==> src/rtl/core/dpq_pkg.sv <==
// ----------------------------------------------------------------------------
// Double-ended priority queue package
// Shared constants, operation codes, beat types and the cell link types.
// ----------------------------------------------------------------------------
package dpq_pkg;

    localparam int CAPACITY = 64;

    typedef enum logic [1:0] {
        KIND_INSERT   = 2'd0,
        KIND_DROP_MAX = 2'd1,
        KIND_DROP_MIN = 2'd2,
        KIND_CLEAR    = 2'd3
    } kind_t;

    typedef enum logic [1:0] {
        STATUS_DONE  = 2'd0,
        STATUS_FULL  = 2'd1,
        STATUS_EMPTY = 2'd2
    } status_t;

    typedef struct packed {
        logic [1:0]         kind;
        logic signed [31:0] value;
    } in_beat_t;

    typedef struct packed {
        logic signed [31:0] largest;
        logic signed [31:0] smallest;
        logic               is_empty;
        logic [1:0]         status;
    } out_beat_t;

    typedef struct packed {
        logic               en;
        kind_t              kind;
        logic signed [31:0] key;
    } cell_cmd_t;

    typedef struct packed {
        logic               occ;
        logic               gt;
        logic signed [31:0] val;
    } cell_link_t;

endpackage

==> src/rtl/core/dpq_cell.sv <==
// ----------------------------------------------------------------------------
// Double-ended priority queue cell
// One slot of the sorted chain; shifts, takes the new key or empties itself.
// ----------------------------------------------------------------------------
module dpq_cell
    import dpq_pkg::*;
(
    input  logic       aclk,
    input  logic       aresetn,
    input  cell_cmd_t  cmd,
    input  cell_link_t left_link,
    input  cell_link_t right_link,
    output cell_link_t own_link
);

    logic               occ_reg;
    logic               occ_next;
    logic signed [31:0] val_reg;
    logic signed [31:0] val_next;
    logic               gt;

    assign gt = occ_reg && (val_reg > cmd.key);

    always_comb begin
        val_next = val_reg;
        occ_next = occ_reg;
        if (cmd.en) begin
            unique case (cmd.kind)
                KIND_INSERT: begin
                    if (left_link.gt) begin
                        val_next = left_link.val;
                    end else if (left_link.occ && (!occ_reg || gt)) begin
                        val_next = cmd.key;
                    end
                    occ_next = occ_reg | left_link.occ;
                end
                KIND_DROP_MAX: begin
                    occ_next = occ_reg & right_link.occ;
                end
                KIND_DROP_MIN: begin
                    val_next = right_link.val;
                    occ_next = right_link.occ;
                end
                KIND_CLEAR: begin
                    occ_next = 1'b0;
                end
            endcase
        end
    end

    always_ff @(posedge aclk) begin
        if (!aresetn) begin
            occ_reg <= 1'b0;
        end else begin
            occ_reg <= occ_next;
        end
    end

    always_ff @(posedge aclk) begin
        val_reg <= val_next;
    end

    assign own_link = '{occ: occ_reg, gt: gt, val: val_reg};

endmodule
==> config.mk <==
export PLATFORM = sky130hd
export DESIGN_NAME = dpq_cell
export DESIGN_NICKNAME = d
export VERILOG_FILES = /design/src/rtl/core/dpq_pkg.sv /design/src/rtl/core/dpq_cell.sv
export SDC_FILE = /design/constraint.sdc
export NUM_CORES = 1
export LEC_CHECK = 0
export ABC_AREA = 1
export CORE_MARGIN = 10
export CORE_UTILIZATION = 46
export CTS_CLUSTER_SIZE = 25
export DETAILED_ROUTE_END_ITERATION = 10
export DONT_BUFFER_PORTS = 1
export HOLD_SLACK_MARGIN = 0.1
export MAX_ROUTING_LAYER = met4
export PLACE_DENSITY_LB_ADDON = 0.05
export SETUP_SLACK_MARGIN = 0.5
export SLEW_MARGIN = 40
export SYNTH_ARGS = -nofsm -noshare
export SYNTH_HDL_FRONTEND = slang
export SYNTH_SLANG_ARGS = --single-unit
==> constraint.sdc <==
create_clock -name aclk -period 5.55 [get_ports aclk]
set_input_delay 1.3875 -clock aclk [delete_from_list [all_inputs] [get_ports aclk]]
set_output_delay 1.3875 -clock aclk [all_outputs]
set_load 0.02 [all_outputs]
==> qor.csv <==
metric,value,unit
status,"finished, final reports clean",
power_density,224,nW/um^2
hold_viol_final,0,
cap_violations,0,
cp_data_arrival_time,2.89,ns
track_usage,0.144,
synth_nets,444,
first_pass_iters,4,
die_w,95.5,microns
coreArea,5510,sq um
drt_iter0_markers,87,
yosys_warnings,0,
cts_resized,0,
setup_tns,0,ns
final_cell_count_no_fill,372,
drc_errors,0,
syn_area,2620,sq um
skew,0.00465,ns
ys_seq_area_frac,0.374,
cts_sinks,33,
fill_cells,556,
worstMarginPinSlew,0.658,ns
leakage,1.20,nW
rsz0062_at_grt,no,
cp.required,4.16,ns
diodes,0,
start_util,0.476,
crit_type,input pin to primary output,
rr_worst_depth,12,
setup_viol,0,
final_util,0.497,
ys_types,27,
antenna_found_initial,0,
worstHoldPathType,flop to flop,
row_count,27,
gp_congestion,0.775,
postCtsSetupRepairBufs,0,
viasPerCell,5.54,
grt_pass1_vias,2000,
htreeDepth,2,
relSlewSlack,0.561,
preCtsSetupSlack,1.26,ns
port_buffers,0,
clk_latency,0.29,ns
worst_slack,1.27,ns
ir_drop,0.122,mV
largest_reg_flops,32,
routed_wl,6.85,mm
cts_root_buffer,clkbuf_8,
grt_max_degree,66,
ys_ff_latch,33,
grt_pass1_wl,10.0,mm
nets,436,
fin_crit,4.28,ns
cts-buffers-inserted,5,
grt.overflow.total,0,
cts_tree,done,
holdPathStages,2,
post_dp_cell_area,2660,sq um
dp_cells,364,
final_area,2740,sq um
clk_pin_slew,0.07,ns
period_share,0.771,
final_layout_size_suffix_gt1_frac,0.0600,
slew_viol_final,0,
postRouteAntennaNets,0,
max_clock_freq,234,MHz
io_pins,139,
num_vias,2061,
die_height,95.5,microns
area_growth,4.39,%
netlist_instances,307,
die_area,9130,sq um
end_kind,primary output,
hpwl,5.41,mm
detail_route.wl_per_cell,18.4,microns
holdBufCountCts,0,
avgSynthCellArea,8.55,sq um
clockBufferDepth,2,
worst_setup_path_start_kind,input pin,
crit_path_max_fanout,4,
-- report_power, final --
group          switching [mW]  leakage, nW  total (mW)  internal, mW
clock network          0.0931       0.0430       0.178        0.0845
logic                  0.0653        0.848       0.117        0.0519
registers              0.0258        0.307       0.319         0.293
total                   0.184         1.20       0.614         0.430
-- layout make-up --
class	instances	area, sq um	share of cell area
multi-input combinational	215	1420	0.518
sequential	33	981	0.358
inverter	43	161	0.0589
tap	72	90.1	0.0329
clock buffer	5	68.8	0.0251
clock inverter	3	12.5	0.00457
timing repair buffer	1	7.51	0.00274
-- placed cells by master (no fill, tap or decap), types with 2 or more instances in the layout --
master and instances:
nor2_1 13, a31oi_1 2, nand4_1 2, ha_1 32, clkbuf_8 5, a21oi_1 15, clkinv_1 2, edfxtp_1 32
inv_2 3, o211ai_1 30, inv_1 40, o21ai_0 4, nand3_1 3, o21a_1 31, nand2_1 73
-- path summary, 6_finish.rpt --
check	from	to	slack, ns
worst min-delay path	occ_reg	occ_reg	0.70
worst max-delay path	cmd[31]	own_link[32]	1.27
worst max register to register	val_reg[31]	val_reg[2]	2.48
worst min register to register	occ_reg	occ_reg	0.70
-- cells by family after synthesis --
group,count (synthesis),share of synthesized area
and+or+nand+nor,97,0.154
AOI/OAI and AO/OA,86,0.228
buffers and inverters,59,0.0916
DFF,33,0.374
adders and majority gates,32,0.153
-- metrics by stage --
step	power, mW	hold slack (ns)
global placement	0.442	0.680
floorplan	0.426	0.550
finish	0.614	0.698
detailed placement	0.444	0.685
global route	0.651	0.808
CTS	0.624	0.700
-- worst max-delay path, cell delays in order --
cell	delay, ns
inv_1	0.02
ha_1	0.33
nand2_1	0.10
nor2_2	0.14
nand2_2	0.09
nor4_4	0.17
nand2_1	0.11
nand3_1	0.11
nand3_2	0.10
nor2_1	0.33
-- per-layer routing --
layer	vias to the layer above	wire length, microns	global-route usage
met5	-	0	-
met4	0	61	0.0369
met3	6	732	0.0597
met2	83	3220	0.221
met1	932	2830	0.172
li1	1040	-	-
-- Yosys cell counts (all sizes together) --
cell type   n  area (sq um)
edfxtp     32           961
dfxtp       1          20.0
a21o        1          7.51
nor2       14          55.1
clkbuf      7          26.3
nand4       2          12.5
o211ai     30           225
a31oi       2          12.5
o21ai       4          20.0
nand2      75           284
nand3       4          25.0
o21a       32           241
nor3        1          5.00
ha         32           400
nor4        1          21.3
a21oi      17          92.6
inv        43           161
buf         9          52.5
Note: power is estimated with default switching activity, not from simulation.
